$ cat config.mk
export PLATFORM = sky130hd
export DESIGN_NAME = lsb_first_bit_packer
export DESIGN_NICKNAME = d
export VERILOG_FILES = /design/src/design/bpk_pkg.sv /design/src/design/lsb_first_bit_packer.sv /design/src/design/bpk_pack_core.sv /design/src/design/bpk_out_fifo.sv
export SDC_FILE = /design/constraint.sdc
export NUM_CORES = 1
export LEC_CHECK = 0
export BUFFER_PORTS_ARGS = -buffer_cell sky130_fd_sc_hd__buf_2
export CAP_MARGIN = 20
export CORE_UTILIZATION = 24
export DETAILED_ROUTE_END_ITERATION = 12
export GPL_ROUTABILITY_DRIVEN = 0
export GPL_TIMING_DRIVEN = 0
export HOLD_SLACK_MARGIN = 0.06
export PLACE_DENSITY = 0.41
export SYNTH_ARGS = -nofsm -noshare
export SYNTH_HDL_FRONTEND = slang
export SYNTH_SLANG_ARGS = --single-unit
$ cat constraint.sdc
create_clock -name clock -period 7.1 [get_ports clock]
set_clock_uncertainty 0.2 [all_clocks]
set_input_delay 0.71 -clock clock [delete_from_list [all_inputs] [get_ports clock]]
set_output_delay 0.71 -clock clock [all_outputs]
set_load 0.01 [all_outputs]
$ cat src/design/bpk_pkg.sv
package bpk_pkg;

   // word geometry
   localparam int WORD_BITS  = 32;
   localparam int FIELD_BITS = 64;
   localparam int COUNT_BITS = 7;
   localparam int HCNT_BITS  = $clog2(WORD_BITS);
   localparam int WBITS_W    = HCNT_BITS + 1;
   localparam int CAT_BITS   = WORD_BITS + FIELD_BITS - 1;

   // operation codes
   localparam logic [1:0] OP_WRITE = 2'd0;
   localparam logic [1:0] OP_FLUSH = 2'd1;
   localparam logic [1:0] OP_RESET = 2'd2;

   // one result transaction
   typedef struct packed {
      logic [WORD_BITS-1:0] word;
      logic [WBITS_W-1:0]   bits;
      logic                 last;
   } rsp_item_type;

   // results produced by one input transaction
   typedef struct packed {
      logic [1:0]   count;
      rsp_item_type item0;
      rsp_item_type item1;
   } push_type;

endpackage

$ cat src/design/lsb_first_bit_packer.sv
// channel   direction  handshake            payload
// req       in         req_valid/req_ready  req_op, req_field_value, req_bit_count
// rsp       out        rsp_valid/rsp_ready  rsp_packed_word, rsp_word_bits, rsp_last_of_run
//
// One request per cycle is taken while req_ready is high; it sits in the input
// register, where the pack logic updates the holding word and queues 0 to 2 words.
// Responses leave one per cycle while rsp_ready is high, from a 4-entry queue, so
// writes that emit two words are throttled by the single response port.
// Reset is synchronous and clears the holding word and the queue.
// req_ready drops only while the queue has fewer than two free entries.
module lsb_first_bit_packer import bpk_pkg::*; (
   input  logic                  clock,
   input  logic                  reset,
   input  logic                  req_valid,
   output logic                  req_ready,
   input  logic [1:0]            req_op,
   input  logic [FIELD_BITS-1:0] req_field_value,
   input  logic [COUNT_BITS-1:0] req_bit_count,
   output logic                  rsp_valid,
   input  logic                  rsp_ready,
   output logic [WORD_BITS-1:0]  rsp_packed_word,
   output logic [WBITS_W-1:0]    rsp_word_bits,
   output logic                  rsp_last_of_run
);

   push_type     push;
   logic         room;
   rsp_item_type rsp_item;

   // packing stage
   bpk_pack_core u_core (
      .clock           (clock),
      .reset           (reset),
      .req_valid       (req_valid),
      .req_ready       (req_ready),
      .req_op          (req_op),
      .req_field_value (req_field_value),
      .req_bit_count   (req_bit_count),
      .room            (room),
      .push            (push)
   );

   // response queue
   bpk_out_fifo u_fifo (
      .clock     (clock),
      .reset     (reset),
      .push      (push),
      .room      (room),
      .rsp_valid (rsp_valid),
      .rsp_ready (rsp_ready),
      .rsp_item  (rsp_item)
   );

   assign rsp_packed_word = rsp_item.word;
   assign rsp_word_bits   = rsp_item.bits;
   assign rsp_last_of_run = rsp_item.last;

endmodule

$ cat src/design/bpk_pack_core.sv
module bpk_pack_core import bpk_pkg::*; (
   input  logic                  clock,
   input  logic                  reset,
   input  logic                  req_valid,
   output logic                  req_ready,
   input  logic [1:0]            req_op,
   input  logic [FIELD_BITS-1:0] req_field_value,
   input  logic [COUNT_BITS-1:0] req_bit_count,
   input  logic                  room,
   output push_type              push
);

   logic                  s1_valid_ff;
   logic [1:0]            s1_op_ff;
   logic [FIELD_BITS-1:0] s1_value_ff;
   logic [COUNT_BITS-1:0] s1_count_ff;
   logic [WORD_BITS-1:0]  hold_bits_ff, hold_bits_in;
   logic [HCNT_BITS-1:0]  hold_count_ff, hold_count_in;

   logic                  advance;
   logic                  wr_ok;
   logic [FIELD_BITS-1:0] val_masked;
   logic [CAT_BITS-1:0]   combined;
   logic [COUNT_BITS-1:0] total;
   logic [1:0]            nwords;

   // staged item moves on when the output queue has room for two words
   assign advance   = s1_valid_ff && room;
   assign req_ready = !s1_valid_ff || room;

   // input register
   always_ff @(posedge clock) begin
      if (reset) begin
         s1_valid_ff <= 1'b0;
      end else if (req_ready) begin
         s1_valid_ff <= req_valid;
      end
      if (req_valid && req_ready) begin
         s1_op_ff    <= req_op;
         s1_value_ff <= req_field_value;
         s1_count_ff <= req_bit_count;
      end
   end

   // append the new field above the held bits
   always_comb begin
      wr_ok = (s1_op_ff == OP_WRITE) && (s1_count_ff != '0)
              && (s1_count_ff <= COUNT_BITS'(FIELD_BITS));
      if (s1_count_ff >= COUNT_BITS'(FIELD_BITS)) begin
         val_masked = s1_value_ff;
      end else begin
         val_masked = s1_value_ff & ((FIELD_BITS'(1) << s1_count_ff) - FIELD_BITS'(1));
      end
      combined = CAT_BITS'(hold_bits_ff) | (CAT_BITS'(val_masked) << hold_count_ff);
      total    = COUNT_BITS'(hold_count_ff) + s1_count_ff;
      nwords   = total[COUNT_BITS-1:HCNT_BITS];
   end

   // next hold state and results
   always_comb begin
      hold_bits_in  = hold_bits_ff;
      hold_count_in = hold_count_ff;
      push          = '0;
      push.item0.word = combined[WORD_BITS-1:0];
      push.item0.bits = WBITS_W'(WORD_BITS);
      push.item0.last = (nwords == 2'd1);
      push.item1.word = combined[2*WORD_BITS-1:WORD_BITS];
      push.item1.bits = WBITS_W'(WORD_BITS);
      push.item1.last = 1'b1;
      if (advance) begin
         case (s1_op_ff)
            OP_RESET: begin
               hold_bits_in  = '0;
               hold_count_in = '0;
            end
            OP_FLUSH: begin
               if (hold_count_ff != '0) begin
                  push.count      = 2'd1;
                  push.item0.word = hold_bits_ff;
                  push.item0.bits = WBITS_W'(hold_count_ff);
                  push.item0.last = 1'b1;
                  hold_bits_in    = '0;
                  hold_count_in   = '0;
               end
            end
            OP_WRITE: begin
               if (wr_ok) begin
                  push.count    = nwords;
                  hold_count_in = total[HCNT_BITS-1:0];
                  case (nwords)
                     2'd0:    hold_bits_in = combined[WORD_BITS-1:0];
                     2'd1:    hold_bits_in = combined[2*WORD_BITS-1:WORD_BITS];
                     default: hold_bits_in = WORD_BITS'(combined[CAT_BITS-1:2*WORD_BITS]);
                  endcase
               end
            end
            default: begin
               // unused op code: no effect
            end
         endcase
      end
   end

   // holding register
   always_ff @(posedge clock) begin
      if (reset) begin
         hold_bits_ff  <= '0;
         hold_count_ff <= '0;
      end else begin
         hold_bits_ff  <= hold_bits_in;
         hold_count_ff <= hold_count_in;
      end
   end

endmodule

$ cat src/design/bpk_out_fifo.sv
module bpk_out_fifo import bpk_pkg::*; (
   input  logic         clock,
   input  logic         reset,
   input  push_type     push,
   output logic         room,
   output logic         rsp_valid,
   input  logic         rsp_ready,
   output rsp_item_type rsp_item
);

   localparam int DEPTH = 4;
   localparam int PTR_W = $clog2(DEPTH);

   rsp_item_type         mem_ff [DEPTH];
   logic [PTR_W-1:0]     wr_ptr_ff, rd_ptr_ff;
   logic [PTR_W:0]       count_ff;
   logic                 pop;

   assign room      = count_ff <= (PTR_W+1)'(DEPTH - 2);
   assign rsp_valid = count_ff != '0;
   assign rsp_item  = mem_ff[rd_ptr_ff];
   assign pop       = rsp_valid && rsp_ready;

   // storage: up to two writes per cycle
   always_ff @(posedge clock) begin
      if (push.count != 2'd0) begin
         mem_ff[wr_ptr_ff] <= push.item0;
      end
      if (push.count == 2'd2) begin
         mem_ff[wr_ptr_ff + PTR_W'(1)] <= push.item1;
      end
   end

   // pointers and fill count
   always_ff @(posedge clock) begin
      if (reset) begin
         wr_ptr_ff <= '0;
         rd_ptr_ff <= '0;
         count_ff  <= '0;
      end else begin
         wr_ptr_ff <= wr_ptr_ff + PTR_W'(push.count);
         if (pop) begin
            rd_ptr_ff <= rd_ptr_ff + PTR_W'(1);
         end
         count_ff <= count_ff + (PTR_W+1)'(push.count) - (PTR_W+1)'(pop);
      end
   end

endmodule
## Word level (Yosys, flattened, before mapping)

Memory sizes are Yosys's and may differ from the RTL's. A register that Yosys moved wholly into a read port is not among the register bits.
Index checks and enable logic that the tools add are counted.

| word-level totals | value |
|---|---|
| register bits | 118 |
| latch bits | 0 |
| RAM bits | 156 |
| memory bits (read-only) | 0 |
| input port bits | 77 |
| output and inout bits | 41 |
| memories kept | 1 |

Memory list:

| name | words | bits a word | rd ports | clocked after Yosys merged registers in | wr ports | RTL line | text |
|---|---|---|---|---|---|---|---|
| u_fifo.mem_ff | 4 | 39 | 1 | 1 | 2 | bpk_out_fifo.sv:14 | `rsp_item_type mem_ff [DEPTH];` |

| operators by class | value |
|---|---|
| add/sub/neg operators | 7 |
| multiply operators | 0 |
| div/mod/pow operators | 0 |
| order comparisons | 3 |
| equal/unequal tests | 6 |
| shifts and indexed selects | 2 |
| mux-type cells | 19 |
| bitwise logic cells | 2 |
| reductions and logical operators | 15 |

Operator list:

| operator | number |
|---|---|
| one-hot mux 32 bit (3 select lines) | 1 |
| bitwise OR 32 x 95 -> 95 bit | 1 |
| left shift 64 x 5 -> 95 bit | 1 |
| bitwise AND 64 bit | 1 |
| 2-to-1 mux 32 bit | 2 |
| 2-to-1 mux 64 bit | 1 |
| one-hot mux 32 bit (2 select lines) | 1 |
| left shift 1 x 7 -> 64 bit (first input constant) | 1 |
| subtractor 64 x 1 -> 64 bit (second input constant) | 1 |
| 2-to-1 mux 41 bit | 1 |
| 2-to-1 mux 40 bit | 1 |
| 2-to-1 mux 39 bit | 1 |
| one-hot mux 5 bit (3 select lines) | 1 |
| 2-to-1 mux 5 bit | 2 |
| adder 5 x 7 -> 7 bit | 1 |
| greater-or-equal comparator 7 bit (second input constant) | 1 |
| less-or-equal comparator 7 bit (second input constant) | 1 |
| nonzero test 7 bit | 1 |
| 2-to-1 mux 2 bit | 3 |
| nonzero test 3 bit | 2 |
| logical AND 1 bit | 5 |
| nonzero test 5 bit | 1 |
| adder 2 x 1 -> 2 bit (second input constant) | 2 |
| == test 2 x 1 -> 1 bit (second input constant) | 2 |
| other kinds (13) | 19 |

## Depth between registers and ports, before layout

| logic depth | value |
|---|---|
| depth in word-level cells | 12 |
| depth in mapped cells | 17 |
| depth with buffers taken out | 12 |

## Hierarchy

From an unflattened synthesis, not the netlist that was laid out.

| second synthesis, totals | value |
|---|---|
| cells, all modules | 2,040 |
| area, all modules | 21,092.7 um^2 |

Modules (own cells, without submodules):

| module | times used | cells an instance | area an instance (um^2) | seq. area each (um^2) |
|---|---|---|---|---|
| bpk_pack_core | 1 | 1,615 | 13,043.8 | 2,952.8 |
| bpk_out_fifo | 1 | 425 | 8,049.0 | 4,864.7 |

## Worst setup path before layout

OpenSTA, ideal clock, no wires.

| path | value |
|---|---|
| kind | register to register |
| from | register u_core.s1_count_ff[6] |
| to | memory u_fifo.mem_ff[0][33] in the netlist's numbering, data pin |
| setup time | 256 ps |
| arrival | 3,680 ps |
| slack | 2,964 ps |
| stages on the path, launching flop included | 16 |
| buffers on the path | 3 |
| clock period less this slack | 4,136 ps |
| cell sequence | edfxtp_1 buf_2 buf_4 nor3_1 buf_2 nand2_1 ha_1 or2_2 a32o_1 o211ai_1 nand2_1 mux4_2 o22a_1 mux2_2 a21o_1 a22o_1 |

RTL lines:

| what | RTL line | text |
|---|---|---|
| start, declared | bpk_pack_core.sv:16 | `logic [COUNT_BITS-1:0] s1_count_ff;` |
| start signal, assigned | bpk_pack_core.sv:41 | `s1_count_ff <= req_bit_count;` |
| end, declared | bpk_out_fifo.sv:14 |  |

==> metrics.txt <==
Hold Path Cell Cnt=1; WL/cell=33.00 um; Placement Rows=105; nets=2,442; clk buf depth=3; worst hold path type=in2reg; asr flop ratio synth=0; Cells after Synth=2,182; CTS root buffer=clkbuf_16; gr usage total=0.2589; Mapped Area=20,180 um^2; clk slew on worst S/H paths=60 ps; later-pin clock latency in the skew report=590 ps; DP HPWL=89.32 mm; num ports=118; ys flop type=edfxtp_1; CP Data Required Time=7160 ps; MaxCap Viol Count=0; synth cell count leaders=edfxtp_1, nor2_1, nand2_1; final setup fails=0; number of detailed-route iterations in the first pass=8; post-route ant nets=0; vias per inst=6.385; status=finished clean; via count of the first global-routing pass=20,400; register bit total from synthesis=276; CTS Sinks=276; CP Max Fanout=10; worst-margin pin slew=1195 ps; TritonCTS clock tree=yes; chip width=291.9 um; n_diodes=0; most frequent cell after synthesis=edfxtp_1; Seq/Total Area, Yosys=0.3736; worst reg2reg path depth=15; count of cell types in the netlist=115; Critical Path Most Common Cell=buf_4; die height=291.9 um; WHS Endpoint=u_core.s1_count_ff[4]; Std-Cell Core Area=82,640 um^2; ranking of synthesized cells by area=edfxtp_1, dfxtp_1, mux4_2; Final Hold Fails=0; cts hold-fix bufs=0; Power Density=231.9 nW/um^2; max incr delay on CP=930 ps; hold slack=96.71 ps; DRC viols=0; top cell type's share of synthesized area=0.2992; buffer count from post-CTS setup fixing=0; setup_tns=0 ps; final wirelength=113.9 mm; FF-to-FF Start=u_core.s1_count_ff[2]; DRT iter0 DRCs=3,614; cell taking the most area after synthesis=edfxtp_1; ratio of cells with drive above 1 in the final layout=0.1625; Mean Syn Cell Area=9.246 um^2; yosys warns=0; Max transition margin=0.1968; Initial Utilization=0.2442; syn_nets=2,271; hold wc startpoint=req_bit_count[4]; die area=85,230 um^2; Fmax achieved=153.5 MHz; Post-synth EDFFs=201; crit-path cells=buf_4, buf_4, nor4_4, nand2_1, ha_1, buf_2, clkbuf_1, o31ai_1, a21oi_1, o311ai_1, nand3_1, a32oi_1, mux2i_1, a221oi_1, o22ai_1; cts bufs inserted=36; critical path class=reg2reg; RR Endpoint=u_fifo.mem_ff[3][27]; Max Slew Vio Count=0; grt ovf=0; period utilization=0.9173; r2r setup slk=590 ps; level count of the clock H-tree=2; P&R area growth vs syn=16.55%; RSZ-0062 raised after global routing=false; global-route wire length before repair=158.9 mm; P_leak=7.856 nW; Max rail drop VDD=0.0001590 V; Port Buffer Count=117; arrival time worst endpoint=6570 ps; Tmin final=6513 ps; Via Count=22,040; largest net degree at the start of global routing=67; CP Launch Type=flop; post_cts resized=0; Critical-path top delay cell=a221oi_1; initial antenna violation count=1; crit path capture type=flop
==> how the worst max path moves through the flow <==
stage                                     start                   end  slack [ps]
after floorplan           u_core.s1_count_ff[6]  u_fifo.mem_ff[0][33]        2960
after global placement    u_core.s1_count_ff[5]   u_fifo.mem_ff[1][9]         370
after detailed placement  u_core.s1_count_ff[2]  u_fifo.mem_ff[3][27]         900
after CTS                 u_core.s1_count_ff[2]  u_fifo.mem_ff[3][27]         850
after global routing      u_core.s1_count_ff[2]  u_fifo.mem_ff[0][27]         450
final                     u_core.s1_count_ff[2]  u_fifo.mem_ff[3][27]         590
==> layout by cell type (no fill, tap or decap), types with 16 or more instances in the layout <==
cell,synthesis,layout
a211oi_1,37,37
a21o_1,23,23
a21oi_1,142,142
a22o_1,30,30
a311oi_1,17,17
a31oi_1,28,28
and2_1,18,17
and3_1,17,17
buf_1,27,27
buf_2,34,155
clkbuf_1,124,131
clkbuf_16,0,36
dfxtp_1,75,75
edfxtp_1,201,201
inv_1,28,28
mux2_2,17,17
mux2i_1,39,39
mux4_2,53,53
nand2_1,170,166
nand2b_1,16,16
nand3_1,54,54
nand4_1,20,20
nor2_1,176,176
nor3_1,48,48
o211ai_1,55,55
o21ai_0,136,136
o221ai_1,16,16
o22ai_1,107,107
o311ai_0,18,17
o31ai_1,48,47
or2_2,17,17
or3_1,17,17
==> layout make-up <==
class	count	area, um^2
inverter	30	112.6
clock buffer	47	982.2
clock inverter	19	205.2
fill	8771	59120
buffer	203	893.4
multi-input combinational	1673	11660
sequential	276	7537
tap	1070	1339
timing repair buffer	133	785.8
==> logic make-up (layout without fill, tap and decap cells) <==
family          after synthesis  count (layout)  synth area share
flops                       276             276            0.3736
compound gates              896             896            0.3136
fa+ha+maj                    12              12          0.008186
simple gates                644             644            0.1613
xor+xnor                     11              11          0.004776
mux                         110             110           0.08874
buf+inv                     233             432           0.04986
==> flip-flops by register name, indices dropped and copies added (netlist names), 2 cells and up, named ones only <==
register	count
u_core.s1_count_ff	7
u_fifo.count_ff	3
u_core.hold_bits_ff	32
u_core.s1_value_ff	64
u_fifo.rd_ptr_ff	2
u_fifo.wr_ptr_ff	2
u_core.s1_op_ff	2
u_core.hold_count_ff	5
u_fifo.mem_ff	156
==> critical path, delay by kind of cell, from the launching register on <==
kind            cells  cell delay, ps
mux                 1             330
fa+ha+maj           1             480
simple gates        3            1140
compound gates      6            2530
buf+inv             4            1040
flops               1             440
==> routing by layer <==
metal / GRT usage / up-vias / routed length (um)
met2: 0.3949 / 1766 / 49100
met5: 0 / - / 0
met1: 0.3302 / 10730 / 44390
li1: - / 9110 / -
met3: 0.06051 / 433 / 12030
met4: 0.1597 / 0 / 8358
==> per-stage QoR <==
stage	total power, W	cells	setup slack, ps	cell area (um^2)	util
4_1_cts	0.005433	3447	847.3	23480	0.2841
2_1_floorplan	0.002845	2182	2964	20180	-
3_3_place_gp	0.003507	3369	372.5	22100	0.2674
5_1_grt	0.005626	3451	452.7	23510	0.2845
3_5_place_dp	0.003533	3381	896.3	22290	0.2697
6_report	0.005452	3451	587.4	23510	0.2845
==> report_power, final <==
| group | total [W] | switching (W) | internal, W |
|---|---|---|---|
| clock network | 0.00188 | 0.000788 | 0.00110 |
| logic | 0.00169 | 0.00113 | 0.000567 |
| registers | 0.00188 | 0.0000694 | 0.00181 |
Power figures use the tool's default switching activity.
